**config.mk**
```make
export PLATFORM = sky130hd
export DESIGN_NAME = mcss_fifo
export DESIGN_NICKNAME = d
export VERILOG_FILES = /design/src/hw/rtl/mcss_pkg.sv /design/src/hw/rtl/mcss_fifo.sv
export SDC_FILE = /design/constraint.sdc
export NUM_CORES = 1
export LEC_CHECK = 0
export BUFFER_PORTS_ARGS = -buffer_cell sky130_fd_sc_hd__buf_2
export CAP_MARGIN = 10
export CORE_MARGIN = 2
export CORE_UTILIZATION = 30
export CTS_BUF_LIST = sky130_fd_sc_hd__clkbuf_16
export CTS_CLUSTER_SIZE = 40
export DETAILED_ROUTE_END_ITERATION = 8
export GPL_TIMING_DRIVEN = 0
export SLEW_MARGIN = 20
export SYNTH_ARGS = -nofsm -noshare
export SYNTH_HDL_FRONTEND = slang
export SYNTH_SLANG_ARGS = --single-unit
```
**constraint.sdc**
```tcl
create_clock -name clk -period 3.7 [get_ports clk]
set_input_delay 0.185 -clock clk [delete_from_list [all_inputs] [get_ports clk]]
set_output_delay 0.185 -clock clk [all_outputs]
set_load 0.05 [all_outputs]
```
**src/hw/rtl/mcss_pkg.sv**
```systemverilog
// ---------------------------------------------------------------------------
// mcss_pkg: shared definitions for the masked code signature scanner
// Constants, signature tables, the front-to-back event type and the back
// part's state type.
// ---------------------------------------------------------------------------
package mcss_pkg;

	localparam int MaxCandidates = 256;
	localparam int WindowWords   = 15;
	localparam int AddrW         = 64;
	localparam int WordW         = 32;
	localparam int CountOutW     = 9;
	localparam int PairW         = 16;
	localparam int FifoDepth     = 4;
	localparam int NumSigs       = 3;
	localparam logic [PairW-1:0] DistReset = 16'hAC;

	// Signature indices.
	localparam int SigXy   = 0;
	localparam int SigHot  = 1;
	localparam int SigPref = 2;

	localparam int SigLen [NumSigs] = '{4, 15, 11};

	// Start address offsets, in bytes back from the newest word.
	localparam logic [AddrW-1:0] XyBack   = 64'd12;
	localparam logic [AddrW-1:0] HotBack  = 64'd56;
	localparam logic [AddrW-1:0] PrefBack = 64'd40;

	localparam logic [WordW-1:0] SigVal [NumSigs][WindowWords] = '{
		'{32'hd10083ff, 32'ha9017bfd, 32'h910043fd, 32'hd00042c8, 32'h0, 32'h0, 32'h0,
		  32'h0, 32'h0, 32'h0, 32'h0, 32'h0, 32'h0, 32'h0, 32'h0},
		'{32'ha9bf7bfd, 32'h910003fd, 32'h90000008, 32'h91000108, 32'hc8dffd08,
		  32'hf100091f, 32'h54000121, 32'h90000008, 32'hf9400100, 32'h94000000,
		  32'h52800088, 32'h7100001f, 32'h1a881500, 32'ha8c17bfd, 32'hd65f03c0},
		'{32'hd10203ff, 32'ha9057bfd, 32'ha90657f6, 32'ha9074ff4, 32'h910143fd,
		  32'h90000008, 32'h91000108, 32'haa0103f3, 32'hc8dffd08, 32'haa0003f4,
		  32'hf100091f, 32'h0, 32'h0, 32'h0, 32'h0}
	};

	localparam logic [WordW-1:0] SigMsk [NumSigs][WindowWords] = '{
		'{32'hffffffff, 32'hffffffff, 32'hffffffff, 32'h9f00001f, 32'h0, 32'h0, 32'h0,
		  32'h0, 32'h0, 32'h0, 32'h0, 32'h0, 32'h0, 32'h0, 32'h0},
		'{32'hffffffff, 32'hffffffff, 32'h9f00001f, 32'hffc003ff, 32'hffffffff,
		  32'hffffffff, 32'hffffffff, 32'h9f00001f, 32'hffc003ff, 32'hfc000000,
		  32'hffffffff, 32'hffffffff, 32'hffffffff, 32'hffffffff, 32'hffffffff},
		'{32'hffffffff, 32'hffffffff, 32'hffffffff, 32'hffffffff, 32'hffffffff,
		  32'h9f00001f, 32'hffc003ff, 32'hffffffff, 32'hffffffff, 32'hffffffff,
		  32'hffffffff, 32'h0, 32'h0, 32'h0, 32'h0}
	};

	// Index 0 holds the newest word.
	typedef logic [WindowWords-1:0][WordW-1:0] window_t;

	typedef struct packed {
		logic             report;
		logic             xy;
		logic             hot;
		logic             pref;
		logic [AddrW-1:0] addr;
	} event_t;

	typedef enum logic [1:0] {
		BK_IDLE,
		BK_PREP,
		BK_WALK,
		BK_FINISH
	} back_state_t;

	// Masked compare of one signature against the window. The oldest word of
	// the signature sits at window position length minus one.
	function automatic logic sig_match(window_t w, logic [3:0] fill, int s);
		logic       hit;
		logic [3:0] pos;
		hit = (fill >= 4'(SigLen[s]));
		for (int k = 0; k < WindowWords; k++) begin
			if (k < SigLen[s]) begin
				pos = 4'(SigLen[s] - 1 - k);
				if ((w[pos] & SigMsk[s][k]) != (SigVal[s][k] & SigMsk[s][k]))
					hit = 1'b0;
			end
		end
		return hit;
	endfunction

endpackage

```
**src/hw/rtl/mcss_fifo.sv**
```systemverilog
// ---------------------------------------------------------------------------
// mcss_fifo: event queue between front and back
// A short first-in first-out queue of classified events.
// ---------------------------------------------------------------------------
module mcss_fifo #(
	parameter int DEPTH = mcss_pkg::FifoDepth
) (
	input  logic             clk,
	input  logic             arst_n,
	input  logic             push,
	input  mcss_pkg::event_t wr_ev,
	output logic             full,
	input  logic             pop,
	output mcss_pkg::event_t rd_ev,
	output logic             empty
);
	localparam int PtrW = (DEPTH > 1) ? $clog2(DEPTH) : 1;
	localparam int CntW = $clog2(DEPTH + 1);

	mcss_pkg::event_t mem_q [DEPTH];
	logic [PtrW-1:0]  wr_ptr_q, rd_ptr_q;
	logic [CntW-1:0]  cnt_q;

	assign full  = (cnt_q == CntW'(DEPTH));
	assign empty = (cnt_q == '0);
	assign rd_ev = mem_q[rd_ptr_q];

	always_ff @(posedge clk) begin
		if (push)
			mem_q[wr_ptr_q] <= wr_ev;
	end

	always_ff @(posedge clk or negedge arst_n) begin
		if (!arst_n) begin
			wr_ptr_q <= '0;
			rd_ptr_q <= '0;
			cnt_q    <= '0;
		end else begin
			if (push)
				wr_ptr_q <= (wr_ptr_q == PtrW'(DEPTH - 1)) ? '0 : wr_ptr_q + 1'b1;
			if (pop)
				rd_ptr_q <= (rd_ptr_q == PtrW'(DEPTH - 1)) ? '0 : rd_ptr_q + 1'b1;
			if (push && !pop)
				cnt_q <= cnt_q + 1'b1;
			else if (pop && !push)
				cnt_q <= cnt_q - 1'b1;
		end
	end
endmodule

```
==> flow_metrics.tcl <==
set metrics [dict create \
    status "complete, no violations" \
    drtPass1Iterations 4 \
    worstPathBufferInverterCount 4 \
    core-area_um2 33700 \
    synth_warnings 0 \
    critPathMaxStageDelay_ps 340 \
    drc 0 \
    vias 4865 \
    r2r-end "mem_q[2][12]" \
    hold_violations 0 \
    drt-initial-drc-count 256 \
    gp_congestion 0.6621 \
    viasPerCell 4.383 \
    detail-route-antenna-nets 0 \
    hold_depth 2 \
    syn_area_um2 10300 \
    end_kind "output port" \
    rrSetupSlack_ps 1870 \
    hold_class "input pin to register" \
    fin_area_um2 13280 \
    clockRootBuffer "clkbuf_16" \
    avgSynthCellArea_um2 26.22 \
    syn_inst 393 \
    grt_first_pass_wirelength_mm 30.86 \
    holdCritStartpoint "wr_ev[65]" \
    path_depth 5 \
    io_pins 142 \
    peakVddDrop_mv 0.4768 \
    synth_nets 472 \
    drive_above_1_share_pct 41.30 \
    die_h_um 189.3 \
    total_power_w 0.01125 \
    worstPathMaxFanout 10 \
    period_minus_slack_ps 2465 \
    finalNetCount 719 \
    ys_ff_latch 279 \
    crit_family "buffers and inverters" \
    maxSlewViolCount 0 \
    cts_buffer_depth 3 \
    rsz0062_at_grt "no" \
    die_area_um2 35850 \
    power_density_nw_per_um2 847.2 \
    dpl_cell_area_um2 11690 \
    die_w_um 189.3 \
    worstSetupPathType "register to output port" \
    layout_commonest_cell "edfxtp_1" \
    setup_viol 0 \
    hold_end "mem_q[0][65]" \
    power.leakage_nw 4.598 \
    max-cap-violations 0 \
    antenna_found_initial 1 \
    yosysUniqueCellTypes 19 \
    slowest_stage "dfrtp_1" \
    worstPathArrival_ps 2280 \
    start_util_pct 30.58 \
    wl_per_cell_um 18.22 \
    crit_top_cell "buf_2" \
    grt_max_degree 38 \
    max_clock_freq_mhz 405.8 \
    cts_tree "built" \
    cts.sinks 279 \
    start_kind "register" \
    path_cells "buf_2 > buf_2 > buf_4 > mux4_2 > buf_2" \
    post-route-period-util_pct 66.61 \
    clkLatencyLatePin_ps 550 \
    first_global_vias 5376 \
    rr_worst_depth 4 \
    finalWirelength_mm 20.22 \
    relSlewSlack_pct 61.37 \
    ctsHtreeMaxLevel 1 \
    cts_buffers 28 \
    seq_area_frac_synth_pct 80.96 \
    overflow 0 \
    hpwl_mm 12.63 \
    rows 67 \
    ctsResizeCount 0 \
    area_growth_pct 28.85 \
    clk_pin_slew_ps 60 \
    track_usage_pct 11.21 \
    portBuffers 141 \
    crit_required_ps 3510 \
    rr_startpoint "wr_ptr_q[0]" \
    mostFrequentLayoutCells "272 x edfxtp_1, 148 x buf_2, 72 x dlygate4sd3_1" \
    fin_skew_ps 12.61 \
    tightest_slew_ps 579.4 \
]
-- flip-flops by register name (all words and copies together), names as in the netlist --
register,flops
mem_q,272
wr_ptr_q,2
cnt_q,3
rd_ptr_q,2
-- cell type report --
| type | instances | area, um^2 |
|---|---|---|
| Buffer | 16 | 193.9 |
| Antenna cell | 1 | 2.502 |
| Clock buffer | 28 | 700.7 |
| Fill cell | 3020 | 20420 |
| Timing Repair Buffer | 217 | 1536 |
| Clock inverter | 23 | 162.7 |
| Inverter | 4 | 15.01 |
| Sequential cell | 279 | 8343 |
| Multi-Input combinational cell | 94 | 1763 |
| Tap cell | 448 | 560.5 |
-- worst max path at each step --
stage,startpoint,to,slack (ps)
floorplan,wr_ptr_q[0],mem_q[0][0],1050
global placement,wr_ptr_q[0],mem_q[2][17],-250
detailed placement,rd_ptr_q[1],rd_ev[47],1740
CTS,rd_ptr_q[1],rd_ev[47],1150
global route,rd_ptr_q[1],rd_ev[47],1090
finish,rd_ptr_q[1],rd_ev[45],1240
-- Yosys cell counts (all sizes together) --
| library cell | number | share of area [%] |
|---|---|---|
| mux4 | 68 | 15 |
| dfrtp | 7 | 1.7 |
| fa | 1 | 0.19 |
| inv | 4 | 0.15 |
| o21ai | 2 | 0.097 |
| ha | 6 | 0.73 |
| and2 | 4 | 0.24 |
| buf | 16 | 1.9 |
| nand2 | 2 | 0.073 |
| mux2 | 3 | 0.33 |
| nor3 | 1 | 0.049 |
| xnor2 | 1 | 0.085 |
| nor2 | 3 | 0.11 |
| xor2 | 2 | 0.17 |
| edfxtp | 272 | 79 |
| nor3b | 1 | 0.073 |
-- per-stage QoR --
stage / hold slack (ps) / utilization [%] / cells / setup TNS [ps] / worst slack [ps]
floorplan: -110.6 / - / 393 / 0 / 1048
global placement: 22.12 / 34.34 / 982 / -60840 / -253.8
detailed placement: 34.94 / 34.69 / 986 / 0 / 1743
CTS: 357.8 / 39.39 / 1109 / 0 / 1146
global route: 385.3 / 39.40 / 1110 / 0 / 1089
finish: 386.9 / 39.40 / 1110 / 0 / 1235
-- logic make-up after synthesis --
family / count (synthesis) / share of synthesized area (%)
DFF: 279 / 80.96
and+or+nand+nor: 11 / 0.5463
xor gates and xnor gates: 3 / 0.2550
adders and majority gates: 7 / 0.9228
buffers and inverters: 20 / 2.028
AOI/OAI and AO/OA: 2 / 0.09714
muxes: 71 / 15.19
-- worst register-to-register path, cell delays in order (launching register included) --
cell and delay (ps):
dfrtp_1 410, inv_1 120, ha_1 160, and2_4 500, buf_16 300
-- report_power, final --
part	switching [W]	internal, W
logic	0.00298	0.00145
registers	0.000128	0.00405
clock network	0.00113	0.00151
-- per-layer routing --
metal	global-route usage [%]	up-vias	part of all wire (%)
met3	1.891	34	3.5
met1	14.08	2548	42
met4	3.608	0	3.0
li1	-	2179	-
met2	19.77	104	52
met5	0	-	0
-- what timing repair did --
item,CTS,global route
endpoints found under the setup margin,0,0
endpoints found under the hold margin,283,0
setup buffers,0,0
hold buffers,72,0
Note: power is estimated with default switching activity, not from simulation.
