$ cat config.mk
export PLATFORM = sky130hd
export DESIGN_NAME = mcss_front_flat
export DESIGN_NICKNAME = d
export VERILOG_FILES = /design/src/hw/rtl/mcss_pkg.sv /design/src/hw/rtl/mcss_if.sv /design/src/hw/rtl/mcss_front.sv /design/src/flat_wrapper.sv
export SDC_FILE = /design/constraint.sdc
export NUM_CORES = 1
export LEC_CHECK = 0
export BUFFER_PORTS_ARGS = -buffer_cell sky130_fd_sc_hd__buf_2
export CORE_MARGIN = 2
export CORE_UTILIZATION = 55
export DETAILED_ROUTE_END_ITERATION = 10
export GPL_TIMING_DRIVEN = 0
export HOLD_SLACK_MARGIN = 0.12
export PLACE_DENSITY = 0.75
export SLEW_MARGIN = 20
export SYNTH_ARGS = -nofsm -noshare
export SYNTH_HDL_FRONTEND = slang
export SYNTH_SLANG_ARGS = --single-unit
$ cat constraint.sdc
create_clock -name clk -period 4.87 [get_ports clk]
set_input_delay 0.487 -clock clk [delete_from_list [all_inputs] [get_ports clk]]
set_output_delay 0.487 -clock clk [all_outputs]
set_load 0.03 [all_outputs]
$ cat src/hw/rtl/mcss_pkg.sv
// ---------------------------------------------------------------------------
// mcss_pkg: shared definitions for the masked code signature scanner
// Constants, signature tables, the front-to-back event type and the back
// part's state type.
// ---------------------------------------------------------------------------
package mcss_pkg;

	localparam int MaxCandidates = 256;
	localparam int WindowWords   = 15;
	localparam int AddrW         = 64;
	localparam int WordW         = 32;
	localparam int CountOutW     = 9;
	localparam int PairW         = 16;
	localparam int FifoDepth     = 4;
	localparam int NumSigs       = 3;
	localparam logic [PairW-1:0] DistReset = 16'hAC;

	// Signature indices.
	localparam int SigXy   = 0;
	localparam int SigHot  = 1;
	localparam int SigPref = 2;

	localparam int SigLen [NumSigs] = '{4, 15, 11};

	// Start address offsets, in bytes back from the newest word.
	localparam logic [AddrW-1:0] XyBack   = 64'd12;
	localparam logic [AddrW-1:0] HotBack  = 64'd56;
	localparam logic [AddrW-1:0] PrefBack = 64'd40;

	localparam logic [WordW-1:0] SigVal [NumSigs][WindowWords] = '{
		'{32'hd10083ff, 32'ha9017bfd, 32'h910043fd, 32'hd00042c8, 32'h0, 32'h0, 32'h0,
		  32'h0, 32'h0, 32'h0, 32'h0, 32'h0, 32'h0, 32'h0, 32'h0},
		'{32'ha9bf7bfd, 32'h910003fd, 32'h90000008, 32'h91000108, 32'hc8dffd08,
		  32'hf100091f, 32'h54000121, 32'h90000008, 32'hf9400100, 32'h94000000,
		  32'h52800088, 32'h7100001f, 32'h1a881500, 32'ha8c17bfd, 32'hd65f03c0},
		'{32'hd10203ff, 32'ha9057bfd, 32'ha90657f6, 32'ha9074ff4, 32'h910143fd,
		  32'h90000008, 32'h91000108, 32'haa0103f3, 32'hc8dffd08, 32'haa0003f4,
		  32'hf100091f, 32'h0, 32'h0, 32'h0, 32'h0}
	};

	localparam logic [WordW-1:0] SigMsk [NumSigs][WindowWords] = '{
		'{32'hffffffff, 32'hffffffff, 32'hffffffff, 32'h9f00001f, 32'h0, 32'h0, 32'h0,
		  32'h0, 32'h0, 32'h0, 32'h0, 32'h0, 32'h0, 32'h0, 32'h0},
		'{32'hffffffff, 32'hffffffff, 32'h9f00001f, 32'hffc003ff, 32'hffffffff,
		  32'hffffffff, 32'hffffffff, 32'h9f00001f, 32'hffc003ff, 32'hfc000000,
		  32'hffffffff, 32'hffffffff, 32'hffffffff, 32'hffffffff, 32'hffffffff},
		'{32'hffffffff, 32'hffffffff, 32'hffffffff, 32'hffffffff, 32'hffffffff,
		  32'h9f00001f, 32'hffc003ff, 32'hffffffff, 32'hffffffff, 32'hffffffff,
		  32'hffffffff, 32'h0, 32'h0, 32'h0, 32'h0}
	};

	// Index 0 holds the newest word.
	typedef logic [WindowWords-1:0][WordW-1:0] window_t;

	typedef struct packed {
		logic             report;
		logic             xy;
		logic             hot;
		logic             pref;
		logic [AddrW-1:0] addr;
	} event_t;

	typedef enum logic [1:0] {
		BK_IDLE,
		BK_PREP,
		BK_WALK,
		BK_FINISH
	} back_state_t;

	// Masked compare of one signature against the window. The oldest word of
	// the signature sits at window position length minus one.
	function automatic logic sig_match(window_t w, logic [3:0] fill, int s);
		logic       hit;
		logic [3:0] pos;
		hit = (fill >= 4'(SigLen[s]));
		for (int k = 0; k < WindowWords; k++) begin
			if (k < SigLen[s]) begin
				pos = 4'(SigLen[s] - 1 - k);
				if ((w[pos] & SigMsk[s][k]) != (SigVal[s][k] & SigMsk[s][k]))
					hit = 1'b0;
			end
		end
		return hit;
	endfunction

endpackage

$ cat src/hw/rtl/mcss_if.sv
// ---------------------------------------------------------------------------
// mcss_if: channel interfaces of the scanner
// Input item channel, result channel and configuration write channel.
// ---------------------------------------------------------------------------
interface mcss_item_if;
	logic        valid;
	logic        ready;
	logic        kind;
	logic [31:0] code_word;
	logic [63:0] word_address;
	logic        segment_start;
	modport source (output valid, kind, code_word, word_address, segment_start, input ready);
	modport sink (input valid, kind, code_word, word_address, segment_start, output ready);
endinterface


$ cat src/hw/rtl/mcss_front.sv
// ---------------------------------------------------------------------------
// mcss_front: word window and signature classifier
// Shifts each code word into the window, matches the three signatures and
// queues an event for every hit or report.
// ---------------------------------------------------------------------------
module mcss_front (
	input  logic             clk,
	input  logic             arst_n,
	mcss_item_if.sink        item,
	output logic             push,
	output mcss_pkg::event_t ev,
	input  logic             full
);
	mcss_pkg::window_t win_q, base_win, next_win;
	logic [3:0]        fill_q, base_fill, next_fill;
	logic              take, hit_xy, hit_hot, hit_pref;

	assign item.ready = !full;
	assign take       = item.valid && !full;

	always_comb begin
		base_win  = item.segment_start ? '0 : win_q;
		base_fill = item.segment_start ? '0 : fill_q;
		next_win  = {base_win[mcss_pkg::WindowWords-2:0], item.code_word};
		next_fill = (base_fill == 4'(mcss_pkg::WindowWords)) ? base_fill : base_fill + 4'd1;
		hit_xy    = mcss_pkg::sig_match(next_win, next_fill, mcss_pkg::SigXy);
		hit_hot   = mcss_pkg::sig_match(next_win, next_fill, mcss_pkg::SigHot);
		hit_pref  = mcss_pkg::sig_match(next_win, next_fill, mcss_pkg::SigPref);
	end

	always_comb begin
		ev.report = item.kind;
		ev.xy     = !item.kind && hit_xy;
		ev.hot    = !item.kind && hit_hot;
		ev.pref   = !item.kind && hit_pref;
		ev.addr   = item.word_address;
		push      = take && (item.kind || hit_xy || hit_hot || hit_pref);
	end

	always_ff @(posedge clk or negedge arst_n) begin
		if (!arst_n) begin
			win_q  <= '0;
			fill_q <= '0;
		end else if (take) begin
			if (item.kind) begin
				win_q  <= '0;
				fill_q <= '0;
			end else begin
				win_q  <= next_win;
				fill_q <= next_fill;
			end
		end
	end
endmodule

$ cat src/flat_wrapper.sv
// flat-port wrapper written by rule: the top's interface ports become plain ports
module mcss_front_flat 
  (clk, arst_n, push, ev, full, item_valid, item_kind, item_code_word, item_word_address, item_segment_start, item_ready);
  mcss_item_if item_i ();
  input  logic clk;
  input  logic arst_n;
  output logic push;
  output mcss_pkg::event_t ev;
  input  logic full;
  input wire logic [$bits(item_i.valid)-1:0] item_valid;
  input wire logic [$bits(item_i.kind)-1:0] item_kind;
  input wire logic [$bits(item_i.code_word)-1:0] item_code_word;
  input wire logic [$bits(item_i.word_address)-1:0] item_word_address;
  input wire logic [$bits(item_i.segment_start)-1:0] item_segment_start;
  output wire logic [$bits(item_i.ready)-1:0] item_ready;
  assign item_i.valid = item_valid;
  assign item_i.kind = item_kind;
  assign item_i.code_word = item_code_word;
  assign item_i.word_address = item_word_address;
  assign item_i.segment_start = item_segment_start;
  assign item_ready = item_i.ready;
  mcss_front u_core (.clk(clk), .arst_n(arst_n), .item(item_i), .push(push), .ev(ev), .full(full));
endmodule
==> results.sh, run 1 <==
export IMPL_via_per_inst=6.73
export IMPL_core_area_mm2=0.0325
export IMPL_cap_viol_max_count=0
export IMPL_ys_warnings_count=0
export IMPL_p_leak_nw=9.89
export IMPL_pre_cts_ws_ns=0.839
export IMPL_crit_family="simple AND/OR/NAND/NOR gates"
export IMPL_grt_pass1_wl_um=83500
export IMPL_cts_setup_buffers=0
export IMPL_postCtsHoldBufs=1
export IMPL_cp_slowest_cell="or4_1"
export IMPL_synth_most_common_cell="dfrtp_1"
export IMPL_root_buffer="clkbuf_16"
export IMPL_cp_required_ns=4.38
export IMPL_pwr_share_comb=0.059
export IMPL_hold_ws_ns=0.208
export IMPL_slew_headroom=0.235
export IMPL_path_class="reg -> out"
export IMPL_cp_data_arrival_time_ns=3.72
export IMPL_powerDensity_mw_per_mm2=385
export IMPL_p_sw_frac=0.232
export IMPL_outcome="finished clean"
export IMPL_drt_first_pass_iters=8
export IMPL_io_pins=172
export IMPL_cp_max_fo=10
export IMPL_pwr_share_clk=0.460
export IMPL_finalWorstSetupSlack_ns=0.665
export IMPL_die_area_mm2=0.0346
export IMPL_ys_ff_latch=452
export IMPL_rows=66
export IMPL_htree_num_levels=2
export IMPL_yosysUniqueCellTypes=42
export IMPL_r2r_start="u_core.fill_q[0]"
export IMPL_setup_violations=0
export IMPL_cp_end_kind="output port"
export IMPL_path_cells="nor2b_1 > ha_1 > clkbuf_1 > nor3_1 > a211o_1 > or4_1 > or4_1 > a41oi_2 > buf_2"
export IMPL_grt_remaining_overflow=0
export IMPL_switchingPower_mw=1.88
export IMPL_place_inst=1960
export IMPL_p_int_mw=6.23
export IMPL_cts_tree="done"
export IMPL_final_period_utilization=0.863
export IMPL_postCtsResizedCells=0
export IMPL_numCtsBuffers=45
export IMPL_synth_top_area_frac=0.621
export IMPL_ant_nets=0
export IMPL_cts_num_sinks=452
export IMPL_grt_antenna_before_repair=0
export IMPL_hpwlAfterDp_um=40800
export IMPL_ys_seq_area_frac=0.621
export IMPL_min_from="item_code_word[30]"
export IMPL_fmaxAchievable_mhz=238
export IMPL_fin_crit_ns=4.20
export IMPL_track_usage=0.327
export IMPL_wire_per_inst_um=27.3
export IMPL_synth_area_leaders="dfrtp_1 (62%), a22o_1 (20%), buf_4 (2.8%), clkbuf_1 (2.0%), nand2_1 (1.5%)"
export IMPL_area_growth_pct=15.6
export IMPL_diodes=0
export IMPL_synthArstFlopShare=1.00
export IMPL_synthesis_area_mm2=0.0182
export IMPL_die_x_um=186
export IMPL_power_frac_seq=0.480
export IMPL_critPathBufInv=2
export IMPL_layout_drive_gt1_share=0.166
export IMPL_cts_buffer_depth=3
export IMPL_fin_area_mm2=0.0211
export IMPL_path_clk_slew_ns=0.06
export IMPL_insertion_delay_ns=0.56
export IMPL_gp_congestion=0.972
export IMPL_setup_tns_ns=0
export IMPL_peakVddDrop_mv=0.275
export IMPL_io_buffers=106
export IMPL_fp_dieH_um=186
export IMPL_wl_um=55600
export IMPL_avgSynthCellArea_um2=12.9
export IMPL_vias=13700
export IMPL_fin_cells=2042
export IMPL_slew_violations=0
export IMPL_synth_top_area_cell="dfrtp_1"
export IMPL_final_net_count=1669
export IMPL_slowest_delay_ns=0.59
export IMPL_fin_worst_skew_ns=0.0140
export IMPL_place_area_mm2=0.0194
export IMPL_crit_path_start_kind="flip-flop"
export IMPL_hold_violations=0
export IMPL_initial_utilization=0.560
export IMPL_drt_iter0_markers=1585
export IMPL_rsz0062_at_grt="false"
export IMPL_grt_max_degree=104
export IMPL_synth_ff_type="dfrtp_1"
export IMPL_syn_inst=1407
export IMPL_grt_pass1_vias=13400
export IMPL_syn_nets=1510
export IMPL_drcViolationCount=0
export IMPL_worst_pin_slew_ns=1.14
export IMPL_hold_class="in -> reg"
export IMPL_synth_common_cells="dfrtp_1 (452), a22o_1 (414), clkbuf_1 (99), nand2_1 (75), buf_4 (68)"
export IMPL_timing_critical_path_from="u_core.fill_q[0]"
export IMPL_synth_edff_count=0
export IMPL_cp_common_cell="or4_1"
-- power by group through the flow --
stage | Sequential [mW] | Combinational (mW) | Clock [mW]
after CTS | 3.89 | 0.480 | 3.75
after floorplan | 3.91 | 0.263 | 0
final | 3.89 | 0.481 | 3.73
after global placement | 3.96 | 0.451 | 0
after detailed placement | 3.95 | 0.475 | 0
after global routing | 3.89 | 0.524 | 3.90
-- registers in the layout, summed over array words and instances, names as in the netlist --
register,cells
u_core.win_q,448
u_core.fill_q,4
-- cells in the final DEF, fill, tap and decap left out, types with 13 or more instances in the layout --
| master | count |
|---|---|
| nor2_1 | 20 |
| dfrtp_1 | 452 |
| a22o_1 | 414 |
| and4b_1 | 13 |
| nand2_1 | 75 |
| clkbuf_16 | 45 |
| nor4_1 | 37 |
| nand4_1 | 44 |
| buf_4 | 68 |
| nor4bb_1 | 26 |
| nor4b_1 | 29 |
| buf_2 | 106 |
| o21ai_0 | 35 |
| nand4b_1 | 16 |
| clkbuf_1 | 106 |
-- cell families (layout without fill, tap and decap cells) --
kind of cell,after synthesis,after routing,share of synthesized area
buffers and inverters,174,367,0.0499
AOI/OAI and AO/OA,464,464,0.216
xor gates and xnor gates,1,1,0.000481
and+or+nand+nor,315,315,0.112
DFF,452,452,0.621
adders and majority gates,1,1,0.000687
-- path summary, 6_finish.rpt --
path,cells after the start,slack (ns),endpoint
max in group asynchronous,4,3.24,u_core.win_q[43]
min in group asynchronous,2,0.41,u_core.win_q[243]
max,9,0.67,push
min,3,0.21,u_core.win_q[30]
min reg2reg,1,0.49,u_core.win_q[177]
max reg2reg,7,2.89,u_core.fill_q[1]
-- through the flow --
step / power, mW / utilization
CTS: 8.11 / 0.647
finish: 8.10 / 0.647
global route: 8.31 / 0.647
global placement: 4.41 / 0.593
detailed placement: 4.43 / 0.598
floorplan: 4.18 / -
-- layer usage --
layer	up-vias	routed length [um]	global-route usage
li1	5777	-	-
met4	0	2690	0.139
met2	748	26100	0.515
met1	7052	22100	0.442
met3	165	4770	0.0691
met5	-	0	0
-- worst min-delay path: stages --
cell and delay [ns]:
buf_2 0.11, nand2_1 0.06, o21ai_0 0.06
-- area by class of cell --
type	count	area, um2
clock buffer	62	1290
multi-input combinational	781	6000
sequential	452	11300
inverter	3	11.3
fill	2464	11500
timing repair buffer	112	688
buffer	171	898
clock inverter	19	305
tap	442	553
Power figures use the tool's default switching activity.
==> run 2: changes to the inputs <==
--- a/config.mk
+++ b/config.mk
@@ -5,13 +5,13 @@
 export SDC_FILE = /design/constraint.sdc
 export NUM_CORES = 1
 export LEC_CHECK = 0
+export ABC_AREA = 1
 export BUFFER_PORTS_ARGS = -buffer_cell sky130_fd_sc_hd__buf_2
-export CORE_MARGIN = 2
 export CORE_UTILIZATION = 55
 export DETAILED_ROUTE_END_ITERATION = 10
 export GPL_TIMING_DRIVEN = 0
 export HOLD_SLACK_MARGIN = 0.12
-export PLACE_DENSITY = 0.75
+export PLACE_DENSITY = 0.74
 export SLEW_MARGIN = 20
 export SYNTH_ARGS = -nofsm -noshare
 export SYNTH_HDL_FRONTEND = slang
==> run 2 against run 1 <==
Effect of this change:
- maximum frequency is 36% higher
- via count is 18% higher
- area after synthesis is 7.7% higher
- final area is 6.5% higher
- flip-flop and latch count stayed put
- critical path type unchanged
- largest power group unchanged
==> results.sh, run 2 <==
export IMPL_outcome="finished clean"
export IMPL_top_regs="u_core.win_q (448), u_core.fill_q (4)"
export IMPL_cp_slowest_cell="dfrtp_1"
export IMPL_area_growth_pct=14.3
export IMPL_path_clk_slew_ns=0.06
export IMPL_wl_um=55800
export IMPL_setup_violations=0
export IMPL_wire_per_inst_um=19.5
export IMPL_ant_nets=0
export IMPL_fin_crit_ns=3.08
export IMPL_cp_common_cell="nand2_1"
export IMPL_p_leak_nw=10.1
export IMPL_slew_headroom=0.557
export IMPL_critPathBufInv=3
export IMPL_io_buffers=106
export IMPL_cts_tree="done"
export IMPL_ys_ff_latch=452
export IMPL_synth_area_leaders="dfrtp_1 (58%), o22ai_1 (13%), inv_1 (8.8%), nand2_1 (5.5%), nor2_1 (4.7%)"
export IMPL_drt_iter0_markers=1582
export IMPL_slowest_delay_ns=0.40
export IMPL_layout_common_cells="inv_1 (462), dfrtp_1 (452), o22ai_1 (415)"
export IMPL_root_buffer="clkbuf_16"
export IMPL_grt_max_degree=97
export IMPL_yosysUniqueCellTypes=23
export IMPL_die_area_mm2=0.0364
export IMPL_synth_ff_type="dfrtp_1"
export IMPL_io_pins=172
export IMPL_final_common_cell="inv_1"
export IMPL_gp_congestion=0.928
export IMPL_hpwlAfterDp_um=41400
export IMPL_crit_path_start_kind="flip-flop"
export IMPL_avgSynthCellArea_um2=8.85
export IMPL_synthArstFlopShare=1.00
export IMPL_rsz0062_at_grt="false"
export IMPL_postCtsHoldBufs=1
export IMPL_synth_most_common_cell="inv_1"
export IMPL_fin_area_mm2=0.0224
export IMPL_grt_antenna_before_repair=0
export IMPL_diodes=0
export IMPL_fmaxAchievable_mhz=324
export IMPL_cp_max_fo=3
export IMPL_via_per_inst=5.68
export IMPL_slew_violations=0
export IMPL_final_net_count=2480
export IMPL_wl_met1_um=23100
export IMPL_synth_top_area_cell="dfrtp_1"
export IMPL_drt_first_pass_iters=5
export IMPL_syn_nets=2320
export IMPL_grt_remaining_overflow=0
export IMPL_final_period_utilization=0.633
export IMPL_numCtsBuffers=46
export IMPL_initial_utilization=0.564
export IMPL_path_cells="inv_1 > nand2_1 > nor2_1 > nand2_1 > nor2_1 > nand2_1 > nor2_1 > nand2_1 > nor2_1 > nand3_1 > nand3_1 > nand2_1 > inv_1 > buf_2"
export IMPL_cts_num_sinks=452
export IMPL_wl_met3_um=3660
export IMPL_rows=68
export IMPL_crit_family="simple AND/OR/NAND/NOR gates"
export IMPL_htree_num_levels=2
export IMPL_cp_data_arrival_time_ns=2.60
export IMPL_grt_pass1_vias=15800
export IMPL_cp_required_ns=4.38
export IMPL_core_area_mm2=0.0348
export IMPL_peakVddDrop_mv=0.451
export IMPL_met2_length_um=27100
export IMPL_layout_drive_gt1_share=0.129
export IMPL_postCtsResizedCells=0
export IMPL_insertion_delay_ns=0.55
export IMPL_vias=16300
export IMPL_path_class="reg -> out"
export IMPL_finalWorstSetupSlack_ns=1.79
export IMPL_fp_dieH_um=191
export IMPL_synth_edff_count=0
export IMPL_fin_worst_skew_ns=0.0112
export IMPL_worst_pin_slew_ns=0.663
export IMPL_hold_class="in -> reg"
export IMPL_highest_signal_layer="met4"
export IMPL_hold_violations=0
export IMPL_cap_viol_max_count=0
export IMPL_syn_inst=2217
export IMPL_powerDensity_mw_per_mm2=357
export IMPL_largest_register_ffs=448
export IMPL_synthesis_area_mm2=0.0196
export IMPL_ys_seq_area_frac=0.577
export IMPL_place_area_mm2=0.0209
export IMPL_ys_warnings_count=0
export IMPL_track_usage=0.312
export IMPL_fillers=2925
export IMPL_pre_cts_ws_ns=1.97
export IMPL_synth_common_cells="inv_1 (462), dfrtp_1 (452), o22ai_1 (415), nand2_1 (287), nor2_1 (248)"
export IMPL_grt_pass1_wl_um=86900
export IMPL_cts_setup_buffers=0
export IMPL_die_x_um=191
export IMPL_cp_end_kind="output port"
export IMPL_drcViolationCount=0
export IMPL_cts_buffer_depth=3
export IMPL_regMostFlops="u_core.win_q"
export IMPL_synth_top_area_frac=0.577
==> run 2: per-layer routing <==
| metal | vias to the layer above | global-route usage |
|---|---|---|
| li1 | 7490 | - |
| met1 | 8025 | 0.427 |
| met2 | 630 | 0.512 |
| met3 | 130 | 0.0399 |
| met4 | 0 | 0.115 |
| met5 | - | 0 |
==> run 2: cell families (layout without fill, tap and decap cells) <==
group | after synthesis | count (layout) | synth area share
DFF | 452 | 452 | 0.577
adders and majority gates | 1 | 1 | 0.000638
buffers and inverters | 635 | 830 | 0.138
AOI/OAI and AO/OA | 494 | 494 | 0.153
and+or+nand+nor | 635 | 635 | 0.132
==> run 2: layout make-up <==
| cell class | count | area [um2] | area share |
|---|---|---|---|
| Tap cell | 455 | 569 | 0.0254 |
| Clock buffer | 71 | 1460 | 0.0651 |
| Multi-Input combinational cell | 1130 | 5600 | 0.250 |
| Inverter | 463 | 1740 | 0.0775 |
| Timing Repair Buffer | 112 | 688 | 0.0307 |
| Sequential cell | 452 | 11300 | 0.504 |
| Buffer | 172 | 963 | 0.0430 |
| Clock inverter | 12 | 92.6 | 0.00413 |
==> run 2: power by group <==
group | total (mW) | switching (mW) | internal, mW
Combinational | 0.570 | 0.408 | 0.162
Sequential | 3.85 | 0.0361 | 3.81
Clock | 3.58 | 1.47 | 2.11
==> run 2: path summary, 6_finish.rpt <==
path                                          end  depth (start not counted)              start  slack (ns)
max in group asynchronous       u_core.win_q[119]                          4             arst_n        3.15
worst min-delay path              u_core.win_q[4]                          3  item_code_word[4]        0.20
worst max register to register   u_core.fill_q[3]                          7   u_core.fill_q[0]        3.40
worst min register to register  u_core.win_q[418]                          2  u_core.win_q[418]        0.51
min in group asynchronous       u_core.win_q[320]                          2             arst_n        0.44
worst max-delay path                         push                         14   u_core.win_q[95]        1.79
==> run 2: worst register-to-register path, cell delays in order (launching register included) <==
cell and delay (ns):
dfrtp_1 0.37, nand2_1 0.12, inv_1 0.08, ha_1 0.26, nand3_2 0.14, nand2_1 0.06, nor2_1 0.22, o22ai_1 0.10
==> run 2: stage by stage <==
| stage | std cells | setup TNS, ns | power (mW) | util | hold WS (ns) |
|---|---|---|---|---|---|
| 6_report | 2867 | 0 | 8.00 | 0.644 | 0.198 |
| 5_1_grt | 2867 | 0 | 8.23 | 0.644 | 0.211 |
| 4_1_cts | 2867 | 0 | 8.01 | 0.644 | 0.191 |
| 3_5_place_dp | 2783 | 0 | 4.48 | 0.600 | 0.420 |
| 3_3_place_gp | 2778 | -2435.12 | 4.46 | 0.595 | 0.493 |
| 2_1_floorplan | 2217 | 0 | 4.23 | - | 0.191 |
==> run 3: changes to the inputs <==
--- a/config.mk
+++ b/config.mk
@@ -5,13 +5,13 @@
 export SDC_FILE = /design/constraint.sdc
 export NUM_CORES = 1
 export LEC_CHECK = 0
-export ABC_AREA = 1
+export ABC_AREA = 0
 export BUFFER_PORTS_ARGS = -buffer_cell sky130_fd_sc_hd__buf_2
-export CORE_UTILIZATION = 55
+export CORE_UTILIZATION = 53
 export DETAILED_ROUTE_END_ITERATION = 10
 export GPL_TIMING_DRIVEN = 0
 export HOLD_SLACK_MARGIN = 0.12
-export PLACE_DENSITY = 0.74
+export PLACE_DENSITY = 0.75
 export SLEW_MARGIN = 20
 export SYNTH_ARGS = -nofsm -noshare
 export SYNTH_HDL_FRONTEND = slang
==> constraint.sdc (replaced) <==
create_clock -name clk -period 2.8 [get_ports clk]
set_input_delay 0.28 -clock clk [delete_from_list [all_inputs] [get_ports clk]]
set_output_delay 0.28 -clock clk [all_outputs]
set_load 0.03 [all_outputs]
==> run 3 against run 2 <==
Effect of this change:
- the run now ends with setup timing left
- power up 69%
- die area decreased by 3.6%
- flip-flop and latch count is the same
- critical path depth down 7
- first-iteration DRC count up 6.1%
- non-clock buffer count increased by 47
- utilization shrank 0.28 points
==> results.sh, run 3 (synthesis results as in run 1) <==
export IMPL_powerDensity_mw_per_mm2=627
export IMPL_die_x_um=187
export IMPL_regMostFlops="u_core.win_q"
export IMPL_cts_buffer_depth=3
export IMPL_core_area_mm2=0.0337
export IMPL_via_per_inst=6.73
export IMPL_final_period_utilization=1.33
export IMPL_cts_num_sinks=452
export IMPL_cts_tree="done"
export IMPL_wire_per_inst_um=27.1
export IMPL_hold_class="in -> reg"
export IMPL_crit_path_start_kind="flip-flop"
export IMPL_grt_pass1_wl_um=85400
export IMPL_hold_ws_ns=0.131
export IMPL_track_usage=0.322
export IMPL_setup_tns_ns=-2.64
export IMPL_ant_nets=0
export IMPL_wl_um=56700
export IMPL_p_leak_nw=10.1
export IMPL_initial_utilization=0.540
export IMPL_grt_pass1_vias=13600
export IMPL_root_buffer="clkbuf_16"
export IMPL_fin_worst_skew_ns=0.0137
export IMPL_final_common_cell="dfrtp_1"
export IMPL_final_net_count=1717
export IMPL_cp_end_kind="output port"
export IMPL_die_area_mm2=0.0351
export IMPL_cap_viol_max_count=0
export IMPL_reg2reg_depth=7
export IMPL_io_pins=172
export IMPL_top_regs="u_core.win_q (448), u_core.fill_q (4)"
export IMPL_r2r_start="u_core.fill_q[1]"
export IMPL_switchingPower_mw=3.26
export IMPL_fp_dieH_um=187
export IMPL_outcome="finished, violations left"
export IMPL_hpwlAfterDp_um=40600
export IMPL_worst_pin_slew_ns=0.884
export IMPL_layout_drive_gt1_share=0.188
export IMPL_fin_crit_ns=3.72
export IMPL_pwr_share_comb=0.067
export IMPL_p_sw_frac=0.241
export IMPL_layout_common_cells="dfrtp_1 (450), a22o_1 (414), clkbuf_1 (110)"
export IMPL_fin_cells=2096
export IMPL_p_int_mw=10.3
export IMPL_grt_remaining_overflow=0
export IMPL_place_inst=1965
export IMPL_rsz0062_at_grt="true"
export IMPL_io_buffers=106
export IMPL_min_from="item_segment_start"
export IMPL_drcViolationCount=0
export IMPL_rrSetupSlack_ns=1.33
export IMPL_grt_antenna_before_repair=1
export IMPL_insertion_delay_ns=0.56
export IMPL_hold_path_end="u_core.fill_q[2]"
export IMPL_rows=67
export IMPL_fmaxAchievable_mhz=269
export IMPL_cp_max_fo=4
export IMPL_peakVddDrop_mv=0.615
export IMPL_slew_violations=0
export IMPL_cp_required_ns=2.52
export IMPL_htree_num_levels=2
export IMPL_violations="setup timing"
export IMPL_holdPathStages=4
export IMPL_slew_headroom=0.405
export IMPL_pwr_share_clk=0.434
export IMPL_cp_data_arrival_time_ns=3.44
export IMPL_drt_iter0_markers=1679
export IMPL_fin_util=0.642
export IMPL_r2r_end="u_core.fill_q[0]"
export IMPL_area_growth_pct=18.7
export IMPL_path_class="reg -> out"
export IMPL_gp_congestion=0.944
export IMPL_setup_violations=4
export IMPL_hold_violations=0
export IMPL_finalWorstSetupSlack_ns=-0.919
export IMPL_power_frac_seq=0.500
export IMPL_numCtsBuffers=45
export IMPL_grt_max_degree=104
export IMPL_vias=14100
export IMPL_largest_register_ffs=448
export IMPL_drt_first_pass_iters=6
export IMPL_path_clk_slew_ns=0.07
[run 3: critical path, cell delays in order (launching register included)]
cell,delay [ns]
dfrtp_1,0.54
nor4bb_2,0.45
nand4_1,0.41
nor3_2,0.36
nand4_1,0.14
or4_4,0.58
a41oi_4,0.24
buf_6,0.15
[run 3: per-layer routing]
layer  GRT usage  up-vias  wire length [um]
li1            -     5882                 -
met2       0.507      828             26500
met5           0        -                 0
met4       0.133        0              2850
met3      0.0657      196              5110
met1       0.439     7205             22200
[run 3: how the worst max path moves through the flow]
| stage | slack [ns] | end | startpoint |
|---|---|---|---|
| after floorplan | 0.03 | push | u_core.win_q[123] |
| after global placement | -7.17 | u_core.win_q[139] | arst_n |
| after CTS | -0.83 | push | u_core.win_q[79] |
| after global routing | -0.90 | push | u_core.win_q[63] |
| after detailed placement | -0.69 | push | item_segment_start |
| final | -0.92 | push | u_core.win_q[63] |
[run 3: final cells by class]
class                      count  area [um2]
fill                        2513       12100
sequential                   452       11300
multi-input combinational    781        6260
clock buffer                  70        1340
timing repair buffer         161        1150
buffer                       170         898
tap                          448         561
clock inverter                 9        77.6
inverter                       3        11.3
antenna                        2        5.00
[run 3: power groups by stage]
stage	combinational (mW)	sequential, mW	clock (mW)
finish	0.905	6.77	5.88
global route	0.970	6.77	6.17
CTS	0.881	6.76	5.87
detailed placement	0.827	6.87	0
global placement	0.791	6.88	0
floorplan	0.463	6.81	0
[run 3: repair_timing]
| action | in CTS | in global routing |
|---|---|---|
| hold buffers | 34 | 0 |
| endpoints found under the setup margin | 4 | 5 |
| resized for setup | 36 | 13 |
| pin swaps | 6 | 8 |
| cloned | 0 | 0 |
| endpoints found under the hold margin | 122 | 0 |
| buffers inserted | 5 | 13 |
[run 3: metrics by stage]
step           instance area (um2)  power, mW  worst slack, ns
2_1_floorplan                18300       7.27           0.0331
3_3_place_gp                 19300       7.67            -7.17
3_5_place_dp                 19500       7.70           -0.692
4_1_cts                      21500       13.5           -0.832
5_1_grt                      21600       13.9           -0.897
6_report                     21600       13.5           -0.919
